[src/hdl/fixed_point_radix_formatter_unit_macros.svh]
// assertion macros for the fixed-point radix formatter
`ifndef FIXED_POINT_RADIX_FORMATTER_UNIT_MACROS_SVH
`define FIXED_POINT_RADIX_FORMATTER_UNIT_MACROS_SVH
`ifndef SYNTH
// antecedent and consequent in the same cycle
`define FRFMT_ASSERT_SAME(label, clk, rst_n, ante, cons) \
    label: assert property (@(posedge clk) disable iff (!rst_n) (ante) |-> (cons)) \
        else $error("frfmt assertion failed");
// consequent in the cycle after the antecedent
`define FRFMT_ASSERT_NEXT(label, clk, rst_n, ante, cons) \
    label: assert property (@(posedge clk) disable iff (!rst_n) (ante) |=> (cons)) \
        else $error("frfmt assertion failed");
`else
`define FRFMT_ASSERT_SAME(label, clk, rst_n, ante, cons)
`define FRFMT_ASSERT_NEXT(label, clk, rst_n, ante, cons)
`endif
`endif

[src/hdl/frfmt_pkg.sv]
// shared constants, types and helpers for the radix formatter
package frfmt_pkg;

    localparam int VALUE_WIDTH_DEF = 32;
    localparam int FRACTION_DIGITS = 2;
    localparam int RADIX_W         = 6;
    localparam int CHAR_W          = 7;
    // digit counter only needs to tell below, at and above the point position
    localparam int NDIG_W          = $clog2(FRACTION_DIGITS + 2);

    localparam logic [RADIX_W-1:0] RADIX_RESET = RADIX_W'(10);
    localparam logic [RADIX_W-1:0] RADIX_MIN   = RADIX_W'(2);
    localparam logic [RADIX_W-1:0] RADIX_MAX   = RADIX_W'(36);

    localparam logic [CHAR_W-1:0] CHAR_POINT  = CHAR_W'(8'h2e);
    localparam logic [CHAR_W-1:0] CHAR_ZERO   = CHAR_W'(8'h30);
    localparam logic [CHAR_W-1:0] CHAR_MINUS  = CHAR_W'(8'h2d);
    localparam logic [CHAR_W-1:0] CHAR_LOWER_A = CHAR_W'(8'h61);

    typedef struct packed {
        logic start;
    } div_ctrl_t;

    typedef struct packed {
        logic busy;
        logic done;
    } div_stat_t;

    function automatic logic [RADIX_W-1:0] clamp_radix(input logic [RADIX_W-1:0] r);
        logic [RADIX_W-1:0] res;
        res = r;
        if (r < RADIX_MIN)
        begin
            res = RADIX_MIN;
        end
        else if (r > RADIX_MAX)
        begin
            res = RADIX_MAX;
        end
        return res;
    endfunction

    function automatic logic [CHAR_W-1:0] digit_char(input logic [RADIX_W-1:0] d);
        logic [CHAR_W-1:0] res;
        if (d < RADIX_W'(10))
        begin
            res = CHAR_ZERO + CHAR_W'(d);
        end
        else
        begin
            res = CHAR_LOWER_A + CHAR_W'(d - RADIX_W'(10));
        end
        return res;
    endfunction

endpackage

[src/hdl/frfmt_ram.sv]
// generic single-port-write, single-port-read ram with registered read
module frfmt_ram #(
    parameter int WIDTH  = 7,
    parameter int DEPTH  = 36,
    parameter int ADDR_W = $clog2(DEPTH)
) (
    input  logic              clk,
    input  logic              we,
    input  logic [ADDR_W-1:0] waddr,
    input  logic [WIDTH-1:0]  wdata,
    input  logic [ADDR_W-1:0] raddr,
    output logic [WIDTH-1:0]  rdata
);

    logic [WIDTH-1:0] mem [DEPTH];
    logic [WIDTH-1:0] rdata_reg;

    always_ff @(posedge clk)
    begin
        if (we)
        begin
            mem[waddr] <= wdata;
        end
        rdata_reg <= mem[raddr];
    end

    assign rdata = rdata_reg;

endmodule

[src/hdl/frfmt_div.sv]
// bit-serial restoring divider: magnitude by radix, one quotient bit per cycle
module frfmt_div #(
    parameter int MAG_W = 31
) (
    input  logic                            clk,
    input  logic                            rst_n,
    input  frfmt_pkg::div_ctrl_t            ctrl,
    input  logic [MAG_W-1:0]                dividend,
    input  logic [frfmt_pkg::RADIX_W-1:0]   divisor,
    output frfmt_pkg::div_stat_t            stat,
    output logic [MAG_W-1:0]                quotient,
    output logic [frfmt_pkg::RADIX_W-1:0]   remainder
);

    localparam int RW    = frfmt_pkg::RADIX_W;
    localparam int BIT_W = $clog2(MAG_W + 1);

    logic [MAG_W-1:0] quo_reg;
    logic [RW-1:0]    rem_reg;
    logic [RW-1:0]    dvs_reg;
    logic [BIT_W-1:0] bit_cnt_reg;
    logic             busy_reg;
    logic             done_reg;

    logic [RW:0]      shifted;
    logic [RW:0]      diff;
    logic             fits;
    logic [RW-1:0]    rem_next;
    logic [MAG_W-1:0] quo_next;

    // dividend bits leave the top of the quotient register as quotient bits enter below
    assign shifted  = {rem_reg, quo_reg[MAG_W-1]};
    assign fits     = shifted >= {1'b0, dvs_reg};
    assign diff     = shifted - {1'b0, dvs_reg};
    assign rem_next = fits ? diff[RW-1:0] : shifted[RW-1:0];
    assign quo_next = {quo_reg[MAG_W-2:0], fits};

    always_ff @(posedge clk or negedge rst_n)
    begin
        if (!rst_n)
        begin
            bit_cnt_reg <= '0;
            busy_reg    <= 1'b0;
            done_reg    <= 1'b0;
        end
        else if (ctrl.start)
        begin
            bit_cnt_reg <= BIT_W'(MAG_W);
            busy_reg    <= 1'b1;
            done_reg    <= 1'b0;
        end
        else if (busy_reg)
        begin
            bit_cnt_reg <= bit_cnt_reg - BIT_W'(1);
            if (bit_cnt_reg == BIT_W'(1))
            begin
                busy_reg <= 1'b0;
                done_reg <= 1'b1;
            end
        end
        else
        begin
            done_reg <= 1'b0;
        end
    end

    always_ff @(posedge clk)
    begin
        if (ctrl.start)
        begin
            quo_reg <= dividend;
            rem_reg <= '0;
            dvs_reg <= divisor;
        end
        else if (busy_reg)
        begin
            quo_reg <= quo_next;
            rem_reg <= rem_next;
        end
    end

    assign stat.busy = busy_reg;
    assign stat.done = done_reg;
    assign quotient  = quo_reg;
    assign remainder = rem_reg;

endmodule

[src/hdl/fixed_point_radix_formatter_unit.sv]
// top level of the fixed-point radix formatter: sequencer, character buffer, output register
//
// Usage: a signed value (real value times radix squared) is taken on the value channel
// (value_valid / value_ready). The text comes out one ASCII character per transfer on the
// character channel (character_valid / character_ready), most significant first: an
// optional '-', the digits, and '.' before the two lowest digits; last marks the end.
// radix is written through radix_write_enable; the user must write it only while the block
// is idle, the block does not enforce it. Codes below 2 act as 2 and above 36 act as 36.
// Sequence: one item at a time. Each digit is one run of the bit-serial divider (start,
// VALUE_WIDTH-1 quotient bits, done) and a digit write; the point and sign take a state
// each, and a short value adds states for padding, '.' and '0'; each character then passes
// buffer read, load and offer, plus any receiver stall.
// value_ready is high only while idle, so a new item waits until the last character of
// the previous one has been transferred.
// A stalled receiver simply holds the current character and last stable.
// Reset: rst_n clears the sequencer and sets radix to 10; character_valid is low and
// value_ready is high from reset on.
`include "fixed_point_radix_formatter_unit_macros.svh"

module fixed_point_radix_formatter_unit #(
    parameter int VALUE_WIDTH = frfmt_pkg::VALUE_WIDTH_DEF
) (
    input  logic                             clk,
    input  logic                             rst_n,
    input  logic                             radix_write_enable,
    input  logic [frfmt_pkg::RADIX_W-1:0]    radix,
    input  logic                             value_valid,
    output logic                             value_ready,
    input  logic signed [VALUE_WIDTH-1:0]    value,
    output logic                             character_valid,
    input  logic                             character_ready,
    output logic [frfmt_pkg::CHAR_W-1:0]     character,
    output logic                             last
);

    localparam int RW        = frfmt_pkg::RADIX_W;
    localparam int CW        = frfmt_pkg::CHAR_W;
    localparam int NW        = frfmt_pkg::NDIG_W;
    localparam int MAG_W     = VALUE_WIDTH - 1;
    localparam int BUF_DEPTH = VALUE_WIDTH + frfmt_pkg::FRACTION_DIGITS + 2;
    localparam int ADDR_W    = $clog2(BUF_DEPTH);
    localparam int CNT_W     = $clog2(BUF_DEPTH + 1);
    localparam logic [NW-1:0] NDIG_POINT = NW'(frfmt_pkg::FRACTION_DIGITS);
    localparam logic [NW-1:0] NDIG_SAT   = {NW{1'b1}};

    typedef enum logic [3:0] {
        ST_IDLE,
        ST_DIV,
        ST_WAIT,
        ST_DIGIT,
        ST_POINT,
        ST_PAD,
        ST_PT2,
        ST_ZERO,
        ST_SIGN,
        ST_READ,
        ST_LOAD,
        ST_HOLD
    } state_t;

    state_t            state_reg;
    logic [RW-1:0]     radix_reg;
    logic [RW-1:0]     base_reg;
    logic [MAG_W-1:0]  mag_reg;
    logic              neg_reg;
    logic [NW-1:0]     ndig_reg;
    logic [CNT_W-1:0]  count_reg;
    logic [CW-1:0]     char_reg;
    logic              last_reg;

    logic [VALUE_WIDTH-1:0] abs_val;
    logic [MAG_W-1:0]       mag_sat;
    logic [NW-1:0]          ndig_inc;

    frfmt_pkg::div_ctrl_t div_ctrl;
    frfmt_pkg::div_stat_t div_stat;
    logic [MAG_W-1:0]     quotient;
    logic [RW-1:0]        remainder;

    logic              buf_we;
    logic [CW-1:0]     buf_wdata;
    logic [CNT_W-1:0]  rd_idx;
    logic [CW-1:0]     buf_rdata;

    // only the most negative input reaches the top bit; it saturates
    assign abs_val  = value[VALUE_WIDTH-1] ? (~value + VALUE_WIDTH'(1)) : value;
    assign mag_sat  = abs_val[VALUE_WIDTH-1] ? {MAG_W{1'b1}} : abs_val[MAG_W-1:0];
    assign ndig_inc = (ndig_reg == NDIG_SAT) ? NDIG_SAT : ndig_reg + NW'(1);

    assign div_ctrl.start = (state_reg == ST_DIV);

    frfmt_div #(
        .MAG_W(MAG_W)
    ) u_div (
        .clk      (clk),
        .rst_n    (rst_n),
        .ctrl     (div_ctrl),
        .dividend (mag_reg),
        .divisor  (base_reg),
        .stat     (div_stat),
        .quotient (quotient),
        .remainder(remainder)
    );

    always_comb
    begin
        buf_we    = 1'b0;
        buf_wdata = frfmt_pkg::CHAR_ZERO;
        case (state_reg)
            ST_DIGIT:
            begin
                buf_we    = 1'b1;
                buf_wdata = frfmt_pkg::digit_char(remainder);
            end
            ST_POINT, ST_PT2:
            begin
                buf_we    = 1'b1;
                buf_wdata = frfmt_pkg::CHAR_POINT;
            end
            ST_PAD:
            begin
                buf_we    = (ndig_reg < NDIG_POINT);
                buf_wdata = frfmt_pkg::CHAR_ZERO;
            end
            ST_ZERO:
            begin
                buf_we    = 1'b1;
                buf_wdata = frfmt_pkg::CHAR_ZERO;
            end
            ST_SIGN:
            begin
                buf_we    = neg_reg;
                buf_wdata = frfmt_pkg::CHAR_MINUS;
            end
            default:
            begin
                buf_we    = 1'b0;
                buf_wdata = frfmt_pkg::CHAR_ZERO;
            end
        endcase
    end

    // characters are stored least significant first and read back from the top
    assign rd_idx = count_reg - CNT_W'(1);

    frfmt_ram #(
        .WIDTH (CW),
        .DEPTH (BUF_DEPTH),
        .ADDR_W(ADDR_W)
    ) u_buf (
        .clk  (clk),
        .we   (buf_we),
        .waddr(count_reg[ADDR_W-1:0]),
        .wdata(buf_wdata),
        .raddr(rd_idx[ADDR_W-1:0]),
        .rdata(buf_rdata)
    );

    always_ff @(posedge clk or negedge rst_n)
    begin
        if (!rst_n)
        begin
            state_reg <= ST_IDLE;
            radix_reg <= frfmt_pkg::RADIX_RESET;
            base_reg  <= frfmt_pkg::RADIX_RESET;
            mag_reg   <= '0;
            neg_reg   <= 1'b0;
            ndig_reg  <= '0;
            count_reg <= '0;
            char_reg  <= '0;
            last_reg  <= 1'b0;
        end
        else
        begin
            if (radix_write_enable)
            begin
                radix_reg <= radix;
            end
            case (state_reg)
                ST_IDLE:
                begin
                    if (value_valid)
                    begin
                        neg_reg   <= value[VALUE_WIDTH-1];
                        mag_reg   <= mag_sat;
                        base_reg  <= frfmt_pkg::clamp_radix(radix_reg);
                        ndig_reg  <= '0;
                        count_reg <= '0;
                        state_reg <= ST_DIV;
                    end
                end
                ST_DIV:
                begin
                    state_reg <= ST_WAIT;
                end
                ST_WAIT:
                begin
                    if (div_stat.done)
                    begin
                        state_reg <= ST_DIGIT;
                    end
                end
                ST_DIGIT:
                begin
                    count_reg <= count_reg + CNT_W'(1);
                    mag_reg   <= quotient;
                    ndig_reg  <= ndig_inc;
                    if (quotient != '0)
                    begin
                        state_reg <= (ndig_inc == NDIG_POINT) ? ST_POINT : ST_DIV;
                    end
                    else
                    begin
                        state_reg <= (ndig_inc <= NDIG_POINT) ? ST_PAD : ST_SIGN;
                    end
                end
                ST_POINT:
                begin
                    count_reg <= count_reg + CNT_W'(1);
                    state_reg <= ST_DIV;
                end
                ST_PAD:
                begin
                    if (ndig_reg < NDIG_POINT)
                    begin
                        count_reg <= count_reg + CNT_W'(1);
                        ndig_reg  <= ndig_inc;
                    end
                    else
                    begin
                        state_reg <= ST_PT2;
                    end
                end
                ST_PT2:
                begin
                    count_reg <= count_reg + CNT_W'(1);
                    state_reg <= ST_ZERO;
                end
                ST_ZERO:
                begin
                    count_reg <= count_reg + CNT_W'(1);
                    state_reg <= ST_SIGN;
                end
                ST_SIGN:
                begin
                    if (neg_reg)
                    begin
                        count_reg <= count_reg + CNT_W'(1);
                    end
                    state_reg <= ST_READ;
                end
                ST_READ:
                begin
                    count_reg <= rd_idx;
                    state_reg <= ST_LOAD;
                end
                ST_LOAD:
                begin
                    char_reg  <= buf_rdata;
                    last_reg  <= (count_reg == '0);
                    state_reg <= ST_HOLD;
                end
                ST_HOLD:
                begin
                    if (character_ready)
                    begin
                        state_reg <= last_reg ? ST_IDLE : ST_READ;
                    end
                end
                default:
                begin
                    state_reg <= ST_IDLE;
                end
            endcase
        end
    end

    assign value_ready     = (state_reg == ST_IDLE);
    assign character_valid = (state_reg == ST_HOLD);
    assign character       = char_reg;
    assign last            = last_reg;

    `FRFMT_ASSERT_SAME(a_no_overlap, clk, rst_n, value_ready, !character_valid)
    `FRFMT_ASSERT_SAME(a_done_in_wait, clk, rst_n, div_stat.done, state_reg == ST_WAIT)
    `FRFMT_ASSERT_NEXT(a_last_frees_input, clk, rst_n,
        character_valid && character_ready && last, value_ready)
    `FRFMT_ASSERT_NEXT(a_stall_holds, clk, rst_n, character_valid && !character_ready,
        character_valid && $stable(character) && $stable(last))

endmodule

[config.mk]
export PLATFORM = sky130hd
export DESIGN_NAME = fixed_point_radix_formatter_unit
export DESIGN_NICKNAME = d
export VERILOG_FILES = /design/src/hdl/frfmt_pkg.sv /design/src/hdl/frfmt_ram.sv /design/src/hdl/frfmt_div.sv /design/src/hdl/fixed_point_radix_formatter_unit.sv
export VERILOG_INCLUDE_DIRS = /design/src /design/src/hdl
export SDC_FILE = /design/constraint.sdc
export NUM_CORES = 1
export LEC_CHECK = 0
export BUFFER_PORTS_ARGS = -buffer_cell sky130_fd_sc_hd__buf_2
export CAP_MARGIN = 30
export CORE_MARGIN = 2
export CORE_UTILIZATION = 45
export DETAILED_ROUTE_END_ITERATION = 16
export PLACE_DENSITY = 0.62
export SLEW_MARGIN = 25
export SYNTH_ARGS = -nofsm -noshare
export SYNTH_HDL_FRONTEND = slang
export SYNTH_SLANG_ARGS = --single-unit
[constraint.sdc]
create_clock -name clk -period 6.6 [get_ports clk]
set_clock_uncertainty 0.1 [all_clocks]
set_input_delay 0.66 -clock clk [delete_from_list [all_inputs] [get_ports clk]]
set_output_delay 0.66 -clock clk [all_outputs]
set_load 0.03 [all_outputs]
==> impl_results.md, run 1 <==
* Layout overhead on the synthesized area at 12.6%
* Top cells by area, synth: edfxtp_1 (53%), mux4_2 (11%), dfrtp_1 (10%)
* Sink Count at 373
* Post-route total power at 9.46 mW
* CP required at 6860 ps
* Synthesized Nets at 1173
* Async SR Flop Fraction at 19.0%
* Final Routed Wirelength at 35200 microns
* GR Layer Usage met2 at 30.7%
* Global-route wire length before repair at 55300 microns
* Placed Cells incl. Taps at 1585
* Worst min-delay path class: input port to flop
* Fin crit period at 3670 ps
* Synth Flop Type: edfxtp_1
* Layout filler cell count at 2985
* Area of the multi-input gates at 5230 sq um
* I/O pins at 53
* Max VDD drop at 269 uV
* Average vias per placed instance at 5.74
* Post-synth EDFFs at 289
* CP Max Fanout at 46
* Synth cell types at 65
* CP Capture Type: flop
* CP Capture Point: u_buf.rdata[6]$_DFF_P_
* DRT antenna net count at 0
* Setup TNS at 0 ps
* Post-synth top area share at 53.3%
* Share of layout cells above drive strength 1 at 20.2%
* Syn avg cell area at 14.6 sq um
* Non-Filler Instances at 1655
* Reg2reg end: u_buf.rdata[6]$_DFF_P_
* Die Y-Extent at 194 microns
* Final setup margin at 2930 ps
* Critical Path Source Type: flop
* I/O Buffers at 52
* Finished Cell Area at 18300 sq um
* Leakage Power at 6.47 nW
* Routability cong. at 0.793
* Post-Synthesis Cells at 1113
* Synthesized flop and latch total at 373
* Final hold slack at 276 ps
* R2R cell count at 7
* RSZ-0062 raised after global routing: false
* Die width at 194 microns
* Clock slew at reported path FFs at 60 ps
* N_diodes at 0
* GRT overflow at 0
* Met1 Resource Use GR at 26.6%
* Worst skew pair latency at 520 ps
* Setup CP Type: flop to flop
* Total track usage at 18.8%
* Drt drc at 0
* Top Usage Layer GRT: met2
* Vias in the first global route at 9476
* Place WS at 2890 ps
* WL/cell at 21.2 microns
* Initial DRC Count at 862
* Initial Util at 45.7%
* Max cap viols at 0
* Clock root buffer: clkbuf_16
* Placed inst area at 17100 sq um
* Max Slew Vio Count at 0
* Final hold vios at 0
* Initial antenna violation count at 0
* Post-cts hold buffer count at 1
* Vias at 9496
* Die area at 37700 sq um
* Outcome: finished clean
* Largest net degree at the start of global routing at 52
* Max FFs per register at 252
* Least-Margin Pin Slew at 986 ps
* Yosys warns at 0
* Endpoints failing setup at 0
* Num CTS Buffers at 38
* Cell taking the most area after synthesis: edfxtp_1
* Sequential area share after synthesis at 65.9%
* Core Util, Final at 51.5%
* Worst setup path startpoint: count_reg[0]$_DFFE_PN0P_
* Max_slew headroom at 33.9%
* Layout Nets at 1225
* Post-CTS Setup Repair Bufs at 0
* H-tree level count at 2
* CTS Buffer Depth at 3
* CTS resizes at 0
* P per Cell Area at 516 nW/um^2
* Register Area at 10700 sq um
* Reg2reg start: count_reg[0]$_DFFE_PN0P_
* Worst Path Arrival at 3920 ps
* Core Footprint at 35600 sq um
* Mapped Area at 16300 sq um
* Post-DP HPWL at 23000 microns
* # rows at 69
* Setup slack, reg-to-reg at 2930 ps
* Global Route met3 Usage at 3.25%
* Final worst-path cycle share at 55.6%
* CTS tree: done
* First drt pass iteration count at 7
* FMAX at 273 MHz
## synth_stat cells (3+ instances only)
master	n
nand3b_1	3
a22o_1	4
nand2b_1	7
a21oi_1	42
o31a_1	4
o41ai_1	4
mux2i_1	10
inv_1	28
a22oi_1	6
or4_1	4
dfstp_2	4
edfxtp_1	289
o31ai_1	12
ha_1	16
nand3_1	12
a21boi_0	4
nor2_1	76
nor3_1	13
o22ai_1	28
o21a_1	5
a31oi_1	4
mux4_2	77
buf_1	8
clkbuf_1	42
nor4_1	12
o211ai_1	3
xnor2_1	17
mux2_2	17
buf_6	3
or3_1	8
nand4_1	4
nand2_1	141
nor2b_1	8
xor2_1	22
dfrtp_1	67
or4_4	3
o21ai_0	50
dfxtp_1	13
o21ai_1	7
## worst min path at each step
stage / start / endpoint / slack [ps] / cells after the start
detailed placement: base_reg[2]$_DFFE_PN0P_ / u_div.dvs_reg[2]$_DFFE_PP_ / 330 / 0
floorplan: rst_n / base_reg[0]$_DFFE_PN0P_ / 260 / 0
global route: radix[4] / radix_reg[4]$_DFFE_PN0P_ / 270 / 2
finish: radix[3] / radix_reg[3]$_DFFE_PN1P_ / 280 / 2
CTS: radix[3] / radix_reg[3]$_DFFE_PN1P_ / 260 / 2
global placement: base_reg[5]$_DFFE_PN0P_ / u_div.dvs_reg[5]$_DFFE_PP_ / 330 / 0
## critical path, stage by stage (launching register included)
cell	delay, ps
dfrtp_4	690
inv_1	170
ha_2	680
buf_4	650
mux4_2	420
mux4_2	540
mux2i_1	150
a21oi_1	90
## kinds of logic (layout without fill, tap and decap cells)
kind of cell	Yosys count	count (layout)	synth area share, %
buffers and inverters	87	168	2.31
and+or+nand+nor	299	299	8.18
muxes	104	104	12.4
DFF	373	373	65.9
adders and majority gates	17	17	1.35
xor gates and xnor gates	39	39	2.10
AOI/OAI and AO/OA	194	194	7.72
## placed cells by master (no fill, tap or decap), types with 5 or more instances in the layout
cell type	Yosys	layout
a21oi_1	42	40
a22oi_1	6	6
buf_2	2	51
buf_4	0	15
bufinv_16	0	5
clkbuf_1	42	12
clkbuf_16	0	39
dfrtp_1	67	66
dfxtp_1	13	13
edfxtp_1	289	289
ha_1	16	15
inv_1	28	28
mux2_2	17	17
mux2i_1	10	10
mux4_2	77	77
nand2_1	141	141
nand2b_1	7	7
nand3_1	12	12
nor2_1	76	75
nor2b_1	8	8
nor3_1	13	12
nor4_1	12	12
o21a_1	5	5
o21ai_0	50	47
o21ai_1	7	8
o22ai_1	28	28
o31ai_1	12	12
or3_1	8	8
xnor2_1	17	16
xor2_1	22	19
## area by class of cell
cell class	count	share of cell area (%)
multi-input combinational	653	28.6
clock buffer	52	5.65
clock inverter	17	1.21
tap	461	3.15
timing repair buffer	70	2.33
sequential	373	58.5
inverter	29	0.594
## power by group
part	leakage (nW)	switching, mW	internal (mW)
logic	2.22	2.13	1.37
registers	3.65	0.360	3.42
clock network	0.602	0.876	1.30
## per-layer routing
layer / part of all wire (%) / vias to the layer above
met3: 6.1 / 36
met1: 43 / 4805
met4: 1.6 / 0
met5: 0 / -
li1: - / 4376
met2: 49 / 279
(Power assumes the default switching activity.)
==> run 2, diff against run 1 <==
PLACE_DENSITY = 0.64   (was 0.62)
clock period = 3.3 ns   (was 6.6 ns; I/O delays follow)
==> impl_results.md, run 2 (synthesized netlist as in run 1, its figures left out) <==
* Vias at 9834
* CP required at 3600 ps
* CP max-delay cell: dlygate4sd3_1
* CP Cell Sequence: dlygate4sd3_1, buf_2, inv_1, ha_1, or4b_1, or4_4, or4_4, o41ai_4, xor2_1, a21oi_1
* Average vias per placed instance at 5.73
* Max_slew headroom at 48.4%
* RSZ-0062 raised after global routing: false
* Vias in the first global route at 9743
* Initial DRC Count at 954
* Post-DP HPWL at 23000 microns
* Worst setup path startpoint: value[0]
* CTS Buffer Depth at 3
* Routability cong. at 0.804
* DRT antenna net count at 0
* Endpoints failing setup at 0
* Total track usage at 18.9%
* N_diodes at 0
* Most used cell, CP: or4_4
* Post-route total power at 19.2 mW
* I/O Buffers at 52
* H-tree level count at 2
* Post-CTS Setup Repair Bufs at 0
* Place WS at 406 ps
* Critical Path Source Type: input port
* Setup TNS at 0 ps
* Reg power frac at 38.7%
* I/O pins at 53
* Max VDD drop at 627 uV
* Largest net degree at the start of global routing at 58
* Max Slew Vio Count at 0
* Drt drc at 0
* Setup CP Type: input port to flop
* Final hold slack at 40.5 ps
* Outcome: finished clean
* Final worst-path cycle share at 88.8%
* Die width at 194 microns
* Area of the multi-input gates at 5210 sq um
* Max FFs per register at 252
* CP Max Fanout at 7
* Setup slack, reg-to-reg at 570 ps
* Fin crit period at 2930 ps
* Commonest non-fill, non-tap cells in the layout: edfxtp_1 (289), nand2_1 (141), mux4_2 (77), nor2_1 (75), dfrtp_1 (66)
* Final Routed Wirelength at 35100 microns
* CTS resizes at 0
* CTS tree: done
* Layout filler cell count at 2990
* GRT overflow at 0
* Clock root buffer: clkbuf_16
* Final hold vios at 0
* Initial antenna violation count at 0
* Least-Margin Pin Slew at 769 ps
* R2R cell count at 7
* P_sw at 6.85 mW
* FMAX at 341 MHz
* WL/cell at 20.5 microns
* Max cap viols at 0
* Layout Nets at 1284
* CP Capture Point: mag_reg[26]$_DFFE_PN0P_
* Layout overhead on the synthesized area at 15.4%
* Clk pwr share at 22.2%
* P per Cell Area at 1020 nW/um^2
* Hold path startpoint: value[16]
* Die area at 37700 sq um
* Reg2reg start: count_reg[1]$_DFFE_PN0P_
* # rows at 69
* Worst skew pair latency at 530 ps
* Leakage Power at 6.78 nW
* Final setup margin at 371 ps
* Global-route wire length before repair at 55600 microns
* Core Footprint at 35600 sq um
* Switching share of total power at 35.7%
* Share of layout cells above drive strength 1 at 23.0%
* Most common cell after layout, fill and taps aside: edfxtp_1
* Initial Util at 45.7%
* Die Y-Extent at 194 microns
* Clock slew at reported path FFs at 60 ps
* Register Area at 10700 sq um
* Reg2reg end: u_buf.rdata[1]$_DFF_P_
* CP Capture Type: flop
* Worst Path Arrival at 3230 ps
* Sink Count at 373
* Comb pwr share at 39.1%
* Num CTS Buffers at 40
* Worst min-delay path class: input port to flop
* Delay of the slowest critical-path stage at 530 ps
* Internal at 12.3 mW
* First drt pass iteration count at 5
## run 2: worst min-delay path by stage
stage | slack [ps] | to | cells past startpoint
2_1_floorplan | -70 | base_reg[0]$_DFFE_PN0P_ | 0
3_3_place_gp | 340 | u_div.dvs_reg[2]$_DFFE_PP_ | 0
3_5_place_dp | 260 | character[4]$_DFFE_PN0P_ | 1
4_1_cts | 30 | mag_reg[26]$_DFFE_PN0P_ | 3
5_1_grt | 70 | mag_reg[10]$_DFFE_PN0P_ | 3
6_report | 40 | mag_reg[16]$_DFFE_PN0P_ | 3
## run 2: cell type report
type                            count  share of cell area, %
Sequential cell                   373                   57.1
Multi-Input combinational cell    653                   27.7
Clock buffer                       52                   5.85
Timing Repair Buffer              127                   4.77
Tap cell                          461                   3.07
Clock inverter                     22                  0.853
Inverter                           29                  0.580
## run 2: metrics by stage
stage	cells	utilization (%)	area (sq um)
2_1_floorplan	1113	-	16300
3_3_place_gp	1634	49.0	17400
3_5_place_dp	1635	49.0	17400
4_1_cts	1717	52.8	18800
5_1_grt	1717	52.8	18800
6_report	1717	52.8	18800
## run 2: power by group through the flow
stage | Clock, mW | Combinational, mW | Sequential (mW)
4_1_cts | 4.34 | 7.58 | 7.42
6_report | 4.27 | 7.49 | 7.42
2_1_floorplan | 0 | 5.12 | 7.40
5_1_grt | 4.53 | 8.24 | 7.53
3_3_place_gp | 0 | 7.38 | 7.48
3_5_place_dp | 0 | 7.54 | 7.50
## run 2: timing repair
action / in CTS / in global routing
endpoints found under the hold margin: 41 / 0
hold buffers: 8 / 0
setup endpoints to repair: 0 / 0
## run 2: routing by layer
layer	vias up	global-route usage [%]	wire length [microns]
met5	-	0	0
met3	60	2.94	1950
li1	4504	-	-
met1	4965	26.2	15400
met2	305	31.2	17000
met4	0	5.19	796
## run 2: worst max-delay path: cells and delay by family
family | cells | cell delay, ps
and+or+nand+nor | 3 | 1490
adders and majority gates | 1 | 180
AOI/OAI and AO/OA | 2 | 320
buffers and inverters | 3 | 730
xor gates and xnor gates | 1 | 180
